$ cat src/design/hrs_pkg.sv
// Package for horizontal run smearing: command record passed from the
// front end through the queue to the back end, and fixed field widths.
// No dependencies.
`timescale 1ns / 1ps

package hrs_pkg;

  // Width of run counts and the min_run register
  localparam int CNT_W = 7;
  // Width of the pixel fields
  localparam int PIX_W = 8;
  // Register indexes of the configuration port
  localparam logic REG_MIN_RUN      = 1'b0;
  localparam logic REG_WHITE_BORDER = 1'b1;

  // One item's worth of result beats: a run of equal pixels plus at most one
  // single pixel, in the order given by run_first.
  typedef struct packed {
    logic [CNT_W-1:0] run_cnt;   // pixels in the run, may be zero
    logic             run_white; // run pixel color
    logic             run_first; // run goes out before the single pixel
    logic             has_single;
    logic             single_white;
    logic             row_end;   // mark the final beat of this command
  } hrs_cmd_t;

endpackage

$ cat src/design/hrs_in_if.sv
// Input channel: one pixel of a row per beat.
// Depends on hrs_pkg for the pixel width.
`timescale 1ns / 1ps

interface hrs_in_if;
  logic                      valid;
  logic                      ready;
  logic [hrs_pkg::PIX_W-1:0] pixel_in;
  logic                      row_end_in;

  modport source (output valid, output pixel_in, output row_end_in, input ready);
  modport sink   (input valid, input pixel_in, input row_end_in, output ready);
endinterface

$ cat src/design/hrs_out_if.sv
// Output channel: one released pixel per beat.
// Depends on hrs_pkg for the pixel width.
`timescale 1ns / 1ps

interface hrs_out_if;
  logic                      valid;
  logic                      ready;
  logic [hrs_pkg::PIX_W-1:0] pixel_out;
  logic                      row_end_out;
  logic                      run_last;

  modport source (output valid, output pixel_out, output row_end_out, output run_last,
                  input ready);
  modport sink   (input valid, input pixel_out, input row_end_out, input run_last,
                  output ready);
endinterface

$ cat src/design/hrs_front.sv
// Front end: holds the configuration registers and the run state, and turns
// each accepted pixel into at most one command for the back end.
// Depends on hrs_pkg.
`timescale 1ns / 1ps

module hrs_front #(
  parameter int MAX_RUN = 64
) (
  input  logic                      clk,
  input  logic                      rst,
  input  logic                      cfg_we,
  input  logic                      cfg_index,
  input  logic [hrs_pkg::CNT_W-1:0] cfg_data,
  input  logic                      accept,
  input  logic [hrs_pkg::PIX_W-1:0] pixel_in,
  input  logic                      row_end_in,
  output logic                      push,
  output hrs_pkg::hrs_cmd_t         cmd
);

  localparam int CW = hrs_pkg::CNT_W;
  localparam logic [CW-1:0] MAX_LEN = CW'(MAX_RUN);
  localparam logic [CW-1:0] MIN_SMEAR = CW'(2);

  logic [CW-1:0] min_run;
  logic          white_border;
  logic [CW-1:0] pending;
  logic          committed;
  logic          leading;

  logic [CW-1:0] pending_next;
  logic          committed_next;
  logic          leading_next;
  logic [CW-1:0] run_len;
  logic [CW-1:0] pending_inc;
  logic          white;

  always_ff @(posedge clk) begin
    if (rst) begin
      min_run      <= '0;
      white_border <= 1'b0;
    end else if (cfg_we) begin
      unique case (cfg_index)
        hrs_pkg::REG_MIN_RUN:      min_run      <= cfg_data;
        hrs_pkg::REG_WHITE_BORDER: white_border <= cfg_data[0];
        default: ;
      endcase
    end
  end

  always_comb begin
    white       = |pixel_in;
    run_len     = (min_run > MAX_LEN) ? MAX_LEN : min_run;
    pending_inc = pending + CW'(1);

    cmd              = '0;
    cmd.run_first    = 1'b1;
    cmd.row_end      = row_end_in;
    pending_next     = pending;
    committed_next   = committed;
    leading_next     = leading;

    priority if (run_len < MIN_SMEAR) begin
      // pass-through: flush anything held as white, then the pixel itself
      cmd.run_cnt      = pending;
      cmd.run_white    = 1'b1;
      cmd.has_single   = 1'b1;
      cmd.single_white = white;
      pending_next     = '0;
      committed_next   = 1'b0;
      if (!white) leading_next = 1'b0;
    end else if (!white) begin
      // black closes a short run as black
      cmd.run_cnt      = pending;
      cmd.run_white    = 1'b0;
      cmd.has_single   = 1'b1;
      cmd.single_white = 1'b0;
      pending_next     = '0;
      committed_next   = 1'b0;
      leading_next     = 1'b0;
    end else if ((white_border && leading) || committed) begin
      cmd.has_single   = 1'b1;
      cmd.single_white = 1'b1;
    end else if (pending_inc >= run_len) begin
      // run just reached its length: release all of it white
      cmd.run_cnt      = pending_inc;
      cmd.run_white    = 1'b1;
      pending_next     = '0;
      committed_next   = 1'b1;
    end else begin
      pending_next     = pending_inc;
    end

    if (row_end_in) begin
      // leftover run at row end takes the border color; follows any single
      if (pending_next != '0) begin
        cmd.run_cnt   = pending_next;
        cmd.run_white = white_border;
        cmd.run_first = 1'b0;
      end
      pending_next   = '0;
      committed_next = 1'b0;
      leading_next   = 1'b1;
    end
  end

  assign push = accept && ((cmd.run_cnt != '0) || cmd.has_single);

  always_ff @(posedge clk) begin
    if (rst) begin
      pending   <= '0;
      committed <= 1'b0;
      leading   <= 1'b1;
    end else if (accept) begin
      pending   <= pending_next;
      committed <= committed_next;
      leading   <= leading_next;
    end
  end

endmodule

$ cat src/design/hrs_queue.sv
// Command queue between front and back end, register based, power-of-two
// depth. Depends on hrs_pkg.
`timescale 1ns / 1ps

module hrs_queue #(
  parameter int DEPTH = 4
) (
  input  logic              clk,
  input  logic              rst,
  input  logic              push,
  input  hrs_pkg::hrs_cmd_t push_cmd,
  output logic              full,
  input  logic              pop,
  output logic              head_valid,
  output hrs_pkg::hrs_cmd_t head_cmd
);

  localparam int PW = (DEPTH > 1) ? $clog2(DEPTH) : 1;
  localparam int CNTW = PW + 1;

  hrs_pkg::hrs_cmd_t slots [DEPTH];
  logic [PW-1:0]     wr_ptr;
  logic [PW-1:0]     rd_ptr;
  logic [CNTW-1:0]   fill;

  assign full       = (fill == CNTW'(DEPTH));
  assign head_valid = (fill != '0);
  assign head_cmd   = slots[rd_ptr];

  always_ff @(posedge clk) begin
    if (push) slots[wr_ptr] <= push_cmd;
  end

  always_ff @(posedge clk) begin
    if (rst) begin
      wr_ptr <= '0;
      rd_ptr <= '0;
      fill   <= '0;
    end else begin
      if (push) wr_ptr <= wr_ptr + PW'(1);
      if (pop)  rd_ptr <= rd_ptr + PW'(1);
      unique case ({push, pop})
        2'b10:   fill <= fill + CNTW'(1);
        2'b01:   fill <= fill - CNTW'(1);
        default: fill <= fill;
      endcase
    end
  end

endmodule

$ cat src/design/hrs_back.sv
// Back end: expands one command at a time into output beats, one per cycle
// while out_ready is high, loading the next command on the final beat of
// the current one or when idle. Depends on hrs_pkg.
`timescale 1ns / 1ps

module hrs_back (
  input  logic                      clk,
  input  logic                      rst,
  input  logic                      head_valid,
  input  hrs_pkg::hrs_cmd_t         head_cmd,
  output logic                      pop,
  output logic                      out_valid,
  input  logic                      out_ready,
  output logic [hrs_pkg::PIX_W-1:0] pixel_out,
  output logic                      row_end_out,
  output logic                      run_last
);

  localparam int CW = hrs_pkg::CNT_W;

  logic [CW-1:0] run_left;
  logic          single_left;
  logic          run_first;
  logic          run_white;
  logic          single_white;
  logic          row_end;

  logic is_run;
  logic last;
  logic take;

  always_comb begin
    is_run = (run_left != '0) && (run_first || !single_left);
    last   = is_run ? ((run_left == CW'(1)) && !single_left) : (run_left == '0);
  end

  assign out_valid   = (run_left != '0) || single_left;
  assign pixel_out   = {hrs_pkg::PIX_W{is_run ? run_white : single_white}};
  assign row_end_out = row_end && last;
  assign run_last    = last;
  assign take        = out_valid && out_ready;
  assign pop         = head_valid && (!out_valid || (take && last));

  always_ff @(posedge clk) begin
    if (rst) begin
      run_left    <= '0;
      single_left <= 1'b0;
    end else if (pop) begin
      run_left    <= head_cmd.run_cnt;
      single_left <= head_cmd.has_single;
    end else if (take) begin
      if (is_run) run_left <= run_left - CW'(1);
      else        single_left <= 1'b0;
    end
  end

  always_ff @(posedge clk) begin
    if (pop) begin
      run_first    <= head_cmd.run_first;
      run_white    <= head_cmd.run_white;
      single_white <= head_cmd.single_white;
      row_end      <= head_cmd.row_end;
    end
  end

endmodule

$ cat src/design/horizontal_run_smearing_top.sv
// Top level of horizontal run smearing: front end, command queue, back end.
// Depends on hrs_pkg, hrs_in_if, hrs_out_if, hrs_front, hrs_queue, hrs_back.
//
//   channel  | dir | payload                          | beat
//   ---------+-----+----------------------------------+---------------------------
//   in_ch    | in  | pixel_in[7:0], row_end_in        | one input pixel
//   out_ch   | out | pixel_out[7:0], row_end_out, run_last | one released pixel
//   cfg      | in  | cfg_we, cfg_index, cfg_data[6:0] | one register write
//
// Cycles: an input beat is taken every cycle while the command queue has room
// (QUEUE_DEPTH entries); the front end classifies it in that same cycle.
// The back end sends one output beat per cycle while out_ch.ready is high, so
// an input beat releases 0 to MAX_RUN pixels; output rate sets the throughput.
// Reset: synchronous, clears run state (start of row), registers and queue.
// Stalls: a stalled output holds its beat; input stalls only on a full queue.
`timescale 1ns / 1ps

module horizontal_run_smearing_top #(
  parameter int MAX_RUN     = 64,
  parameter int QUEUE_DEPTH = 4
) (
  input  logic                      clk,
  input  logic                      rst,
  input  logic                      cfg_we,
  input  logic                      cfg_index,
  input  logic [hrs_pkg::CNT_W-1:0] cfg_data,
  hrs_in_if.sink                    in_ch,
  hrs_out_if.source                 out_ch
);

  logic              accept;
  logic              push;
  logic              q_full;
  logic              pop;
  logic              head_valid;
  hrs_pkg::hrs_cmd_t cmd;
  hrs_pkg::hrs_cmd_t head_cmd;

  // take input whenever the queue can hold the command it may make
  assign in_ch.ready = !q_full;
  assign accept      = in_ch.valid && in_ch.ready;

  // classify the pixel and advance the run state
  hrs_front #(
    .MAX_RUN (MAX_RUN)
  ) u_front (
    .clk        (clk),
    .rst        (rst),
    .cfg_we     (cfg_we),
    .cfg_index  (cfg_index),
    .cfg_data   (cfg_data),
    .accept     (accept),
    .pixel_in   (in_ch.pixel_in),
    .row_end_in (in_ch.row_end_in),
    .push       (push),
    .cmd        (cmd)
  );

  // decouple input from bursts of released pixels
  hrs_queue #(
    .DEPTH (QUEUE_DEPTH)
  ) u_queue (
    .clk        (clk),
    .rst        (rst),
    .push       (push),
    .push_cmd   (cmd),
    .full       (q_full),
    .pop        (pop),
    .head_valid (head_valid),
    .head_cmd   (head_cmd)
  );

  // expand commands into output beats
  hrs_back u_back (
    .clk         (clk),
    .rst         (rst),
    .head_valid  (head_valid),
    .head_cmd    (head_cmd),
    .pop         (pop),
    .out_valid   (out_ch.valid),
    .out_ready   (out_ch.ready),
    .pixel_out   (out_ch.pixel_out),
    .row_end_out (out_ch.row_end_out),
    .run_last    (out_ch.run_last)
  );

endmodule

$ cat src/flat_wrapper.sv
// flat-port wrapper written by rule: the top's interface ports become plain ports
module horizontal_run_smearing_top_flat 
#(
  parameter int MAX_RUN     = 64,
  parameter int QUEUE_DEPTH = 4
)
  (clk, rst, cfg_we, cfg_index, cfg_data, in_ch_valid, in_ch_pixel_in, in_ch_row_end_in, in_ch_ready, out_ch_valid, out_ch_pixel_out, out_ch_row_end_out, out_ch_run_last, out_ch_ready);
  hrs_in_if in_ch_i ();
  hrs_out_if out_ch_i ();
  input  logic clk;
  input  logic rst;
  input  logic cfg_we;
  input  logic cfg_index;
  input  logic [hrs_pkg::CNT_W-1:0] cfg_data;
  input wire logic [$bits(in_ch_i.valid)-1:0] in_ch_valid;
  input wire logic [$bits(in_ch_i.pixel_in)-1:0] in_ch_pixel_in;
  input wire logic [$bits(in_ch_i.row_end_in)-1:0] in_ch_row_end_in;
  output wire logic [$bits(in_ch_i.ready)-1:0] in_ch_ready;
  output wire logic [$bits(out_ch_i.valid)-1:0] out_ch_valid;
  output wire logic [$bits(out_ch_i.pixel_out)-1:0] out_ch_pixel_out;
  output wire logic [$bits(out_ch_i.row_end_out)-1:0] out_ch_row_end_out;
  output wire logic [$bits(out_ch_i.run_last)-1:0] out_ch_run_last;
  input wire logic [$bits(out_ch_i.ready)-1:0] out_ch_ready;
  assign in_ch_i.valid = in_ch_valid;
  assign in_ch_i.pixel_in = in_ch_pixel_in;
  assign in_ch_i.row_end_in = in_ch_row_end_in;
  assign in_ch_ready = in_ch_i.ready;
  assign out_ch_valid = out_ch_i.valid;
  assign out_ch_pixel_out = out_ch_i.pixel_out;
  assign out_ch_row_end_out = out_ch_i.row_end_out;
  assign out_ch_run_last = out_ch_i.run_last;
  assign out_ch_i.ready = out_ch_ready;
  horizontal_run_smearing_top #(.MAX_RUN(MAX_RUN), .QUEUE_DEPTH(QUEUE_DEPTH)) u_core (.clk(clk), .rst(rst), .cfg_we(cfg_we), .cfg_index(cfg_index), .cfg_data(cfg_data), .in_ch(in_ch_i), .out_ch(out_ch_i));
endmodule
$ cat config.mk
export PLATFORM = sky130hd
export DESIGN_NAME = horizontal_run_smearing_top_flat
export DESIGN_NICKNAME = d
export VERILOG_FILES = /design/src/design/hrs_pkg.sv /design/src/design/hrs_in_if.sv /design/src/design/hrs_out_if.sv /design/src/design/hrs_front.sv /design/src/design/hrs_queue.sv /design/src/design/hrs_back.sv /design/src/design/horizontal_run_smearing_top.sv /design/src/flat_wrapper.sv
export SDC_FILE = /design/constraint.sdc
export NUM_CORES = 1
export LEC_CHECK = 0
export BUFFER_PORTS_ARGS = -buffer_cell sky130_fd_sc_hd__buf_2
export CAP_MARGIN = 25
export CORE_AREA = 8 8 108 159
export CTS_CLUSTER_DIAMETER = 60
export DETAILED_ROUTE_END_ITERATION = 7
export DIE_AREA = 0 0 116 167
export PLACE_DENSITY = 0.43
export SYNTH_ARGS = -nofsm -noshare
export SYNTH_HDL_FRONTEND = slang
export SYNTH_SLANG_ARGS = --single-unit
$ cat constraint.sdc
create_clock -name clk -period 11.12 [get_ports clk]
set_input_delay 1.112 -clock clk [delete_from_list [all_inputs] [get_ports clk]]
set_output_delay 1.112 -clock clk [all_outputs]
set_load 0.01 [all_outputs]
==> run_results.csv <==
group,metric,value,unit
layout,diodes,0,
clock_tree,cts_tree,"done",
power,p_per_area,210,mW/mm²
yosys,synth-edff-count,52,
clock_tree,post_cts_buffers,0,
yosys,syn_nets,400,
timing,finClkSkew,9.83,ps
timing,hold_violations,0,
layout,fin_nets,420,
yosys,yosys.area.top_type_share,37.2,%
placement,place_congestion,0.821,
worst_setup_path,arrival,5000,ps
timing,fin_crit,4740,ps
global_route,antenna_found_initial,0,
route,ant_nets,0,
die,die_h,167,µm
clock_tree,hold_buffers,0,
outcome,outcome,"complete, no violations",
yosys,avgSynthCellArea,11.6,µm²
yosys,synth_area,0.00420,mm²
route,vias_per_cell,4.82,
clock_tree,cts_made_buffers,9,
layout,stdcell_count,586,
clock_tree,cts.clk_slew.worst_paths,70,ps
yosys,ys_top_cells_by_count,"52 x edfxtp_1, 38 x nor2_1, 34 x dfxtp_1, 31 x nand2_1",
global_route,grt_pass1_vias,2903,
timing,slew_headroom,36.4,%
power,p_leak,1.74,nW
die,core-area,0.0149,mm²
yosys,ys_types,58,
power,vdd_drop_max,98.2,µV
global_route,grt.total_usage,10.7,%
layout,final_area,0.00478,mm²
timing,min_period_over_period,42.6,%
timing,max_freq,211,MHz
timing,finalSetupTns,0,ps
placement,dpl_cell_area,0.00448,mm²
yosys,ys_seq_area_share,53.4,%
yosys,syn_inst,362,
clock_tree,cts-resized-gates,0,
clock_tree,cts_sinks,86,
placement,dpl.hpwl,6990,µm
placement,pre_cts_ws,6430,ps
route,drt_iter0_markers,115,
yosys,yosysTopAreaCell,"edfxtp_1",
route,wire_per_inst,16.7,µm
worst_setup_path,reg2reg_from,"u_core.u_front.pending[0]",
yosys,synth_most_common_cell,"edfxtp_1",
timing,fin_ws,6380,ps
worst_hold_path,hold_start,"u_core.u_front.leading",
worst_setup_path,cp_data_required_time,11380,ps
clock_tree,htreeDepth,3,
clock_tree,cts_max_path_buffers,2,
clock_tree,cts-root-buf,"clkbuf_16",
clock_tree,clock_latency,340,ps
global_route,grt_max_degree,36,
global_route,grt_pass1_wl,15700,µm
yosys,ys_seq_elements,86,
route,vias,2824,
timing,setup_viol,0,
worst_setup_path,cp-start-kind,"flop",
die,die_width,116,µm
die,ios,34,
yosys,async_flop_share,0,%
worst_setup_path,r2r_cells,17,
yosys,yosysWarnings,0,
layout,multiInputGateArea,0.00176,mm²
layout,area_growth,13.8,%
route,wirelength,9760,µm
die,num_rows,55,
flow_run,drv_cap,0,
layout,fill_cells,1558,
timing,grt_setup_unrepaired,"false",
worst_hold_path,hold_path_class,"flop to flop",
worst_hold_path,whs_endpoint,"u_core.u_front.leading",
placement,portBuffers,33,
global_route,grt_overflow_total,0,
layout,regArea,0.00224,mm²
worst_setup_path,critPathCaptureType,"flop",
worst_setup_path,r2r-end,"u_core.u_queue.fill[2]",
yosys,ys_top_cells_by_area,"edfxtp_1 37%, dfxtp_1 16%, mux4_2 6.4%, ha_1 4.5%, nor2_1 3.4%",
die,die_area,0.0194,mm²
timing,slew_viol_final,0,
yosys,synth-main-ff-cell,"edfxtp_1",
placement,post-place-cells,570,
worst_hold_path,holdPathStages,2,
route,drt_pass1_iterations,4,
timing,tightestPinTransition,946,ps
layout,drive_gt1_share,19.9,%
worst_setup_path,crit_type,"flop to flop",
worst_setup_path,reg2reg_slack,6380,ps
worst_setup_path,crit_fanout,11,
route,drc,0,
die,initial_core_util,28.2,%
[flip-flops by register name (all words and copies together) (netlist names), 2 cells and up, named ones only]
register,count
u_core.u_queue.rd_ptr,2
u_core.u_back.run_left,7
u_core.u_queue.fill,3
u_core.u_queue.wr_ptr,2
u_core.u_queue.slots,48
u_core.u_front.pending,7
u_core.u_front.min_run,7
[through the flow]
| step | util (%) | hold WS, ps | power (mW) |
|---|---|---|---|
| floorplan | - | 452 | 0.643 |
| global placement | 30.1 | 472 | 0.704 |
| detailed placement | 30.1 | 481 | 0.710 |
| CTS | 32.1 | 492 | 1.02 |
| global route | 32.1 | 513 | 1.06 |
| finish | 32.1 | 492 | 1.00 |
[kinds of logic after synthesis]
group / Yosys count / share of synthesized area (%)
xor+xnor: 15 / 3.13
fa+ha+maj: 16 / 4.95
simple gates: 126 / 14.8
compound gates: 57 / 9.96
flops: 86 / 53.4
buf+inv: 40 / 4.71
mux: 22 / 8.97
[cell usage in the layout (no fill, tap or decap), types with 3 or more instances in the layout]
| cell | n |
|---|---|
| nor4_1 | 9 |
| xor2_1 | 6 |
| mux2i_1 | 8 |
| and3_1 | 3 |
| nor2b_1 | 3 |
| a31oi_1 | 5 |
| a22o_1 | 4 |
| clkbuf_16 | 9 |
| buf_2 | 33 |
| xnor2_1 | 9 |
| o21ai_0 | 6 |
| dfxtp_1 | 34 |
| a211oi_1 | 4 |
| mux4_2 | 12 |
| a22oi_1 | 5 |
| a21oi_1 | 15 |
| and2_2 | 4 |
| or3_1 | 3 |
| nand2_1 | 31 |
| ha_1 | 15 |
| nor3_1 | 5 |
| inv_1 | 14 |
| nor2_1 | 38 |
| nand2b_1 | 5 |
| edfxtp_1 | 52 |
| nand3_1 | 12 |
[cell type report]
| class | instances | area share [%] |
|---|---|---|
| Multi-Input combinational cell | 236 | 36.8 |
| Clock buffer | 10 | 4.79 |
| Inverter | 15 | 1.18 |
| Tap cell | 199 | 5.21 |
| Clock inverter | 6 | 1.49 |
| Timing Repair Buffer | 34 | 3.61 |
| Sequential cell | 86 | 46.9 |
[power breakdown]
| part | switching, mW | leakage, nW | total [mW] | internal, mW |
|---|---|---|---|---|
| logic | 0.154 | 0.821 | 0.275 | 0.121 |
| clock network | 0.130 | 0.140 | 0.307 | 0.176 |
| registers | 0.0356 | 0.781 | 0.421 | 0.385 |
[worst max-delay path by stage]
stage	end	cells past startpoint	from	slack [ps]
2_1_floorplan	u_core.u_queue.fill[2]	19	u_core.u_front.pending[0]	7020
5_1_grt	u_core.u_queue.fill[2]	17	u_core.u_front.pending[0]	6060
3_3_place_gp	u_core.u_queue.fill[2]	17	u_core.u_front.pending[0]	6540
3_5_place_dp	u_core.u_queue.fill[2]	17	u_core.u_front.pending[0]	6430
6_report	u_core.u_queue.fill[2]	17	u_core.u_front.pending[0]	6380
4_1_cts	u_core.u_queue.fill[2]	17	u_core.u_front.pending[0]	6390
[critical path: stages, from the launching register on]
cell     delay [ps]
dfxtp_1         540
ha_1            360
nand2_1         170
o21a_1          230
or2_1           290
ha_1            310
and3_1          150
a311o_1         490
nand3_1         160
a31oi_1         190
o41a_4          520
inv_1            70
ha_1            160
inv_1            60
fa_1            370
xor2_1          160
or3_1           300
a21oi_1         140
[layer usage]
layer  track usage [%]  up-vias  routed length (µm)
met1              11.2     1385                3890
met2              19.7       65                5310
met4              4.31        0                 214
li1                  -     1361                   -
met3              2.61       13                 339
met5                 0        -                   0
Power figures use the tool's default switching activity.
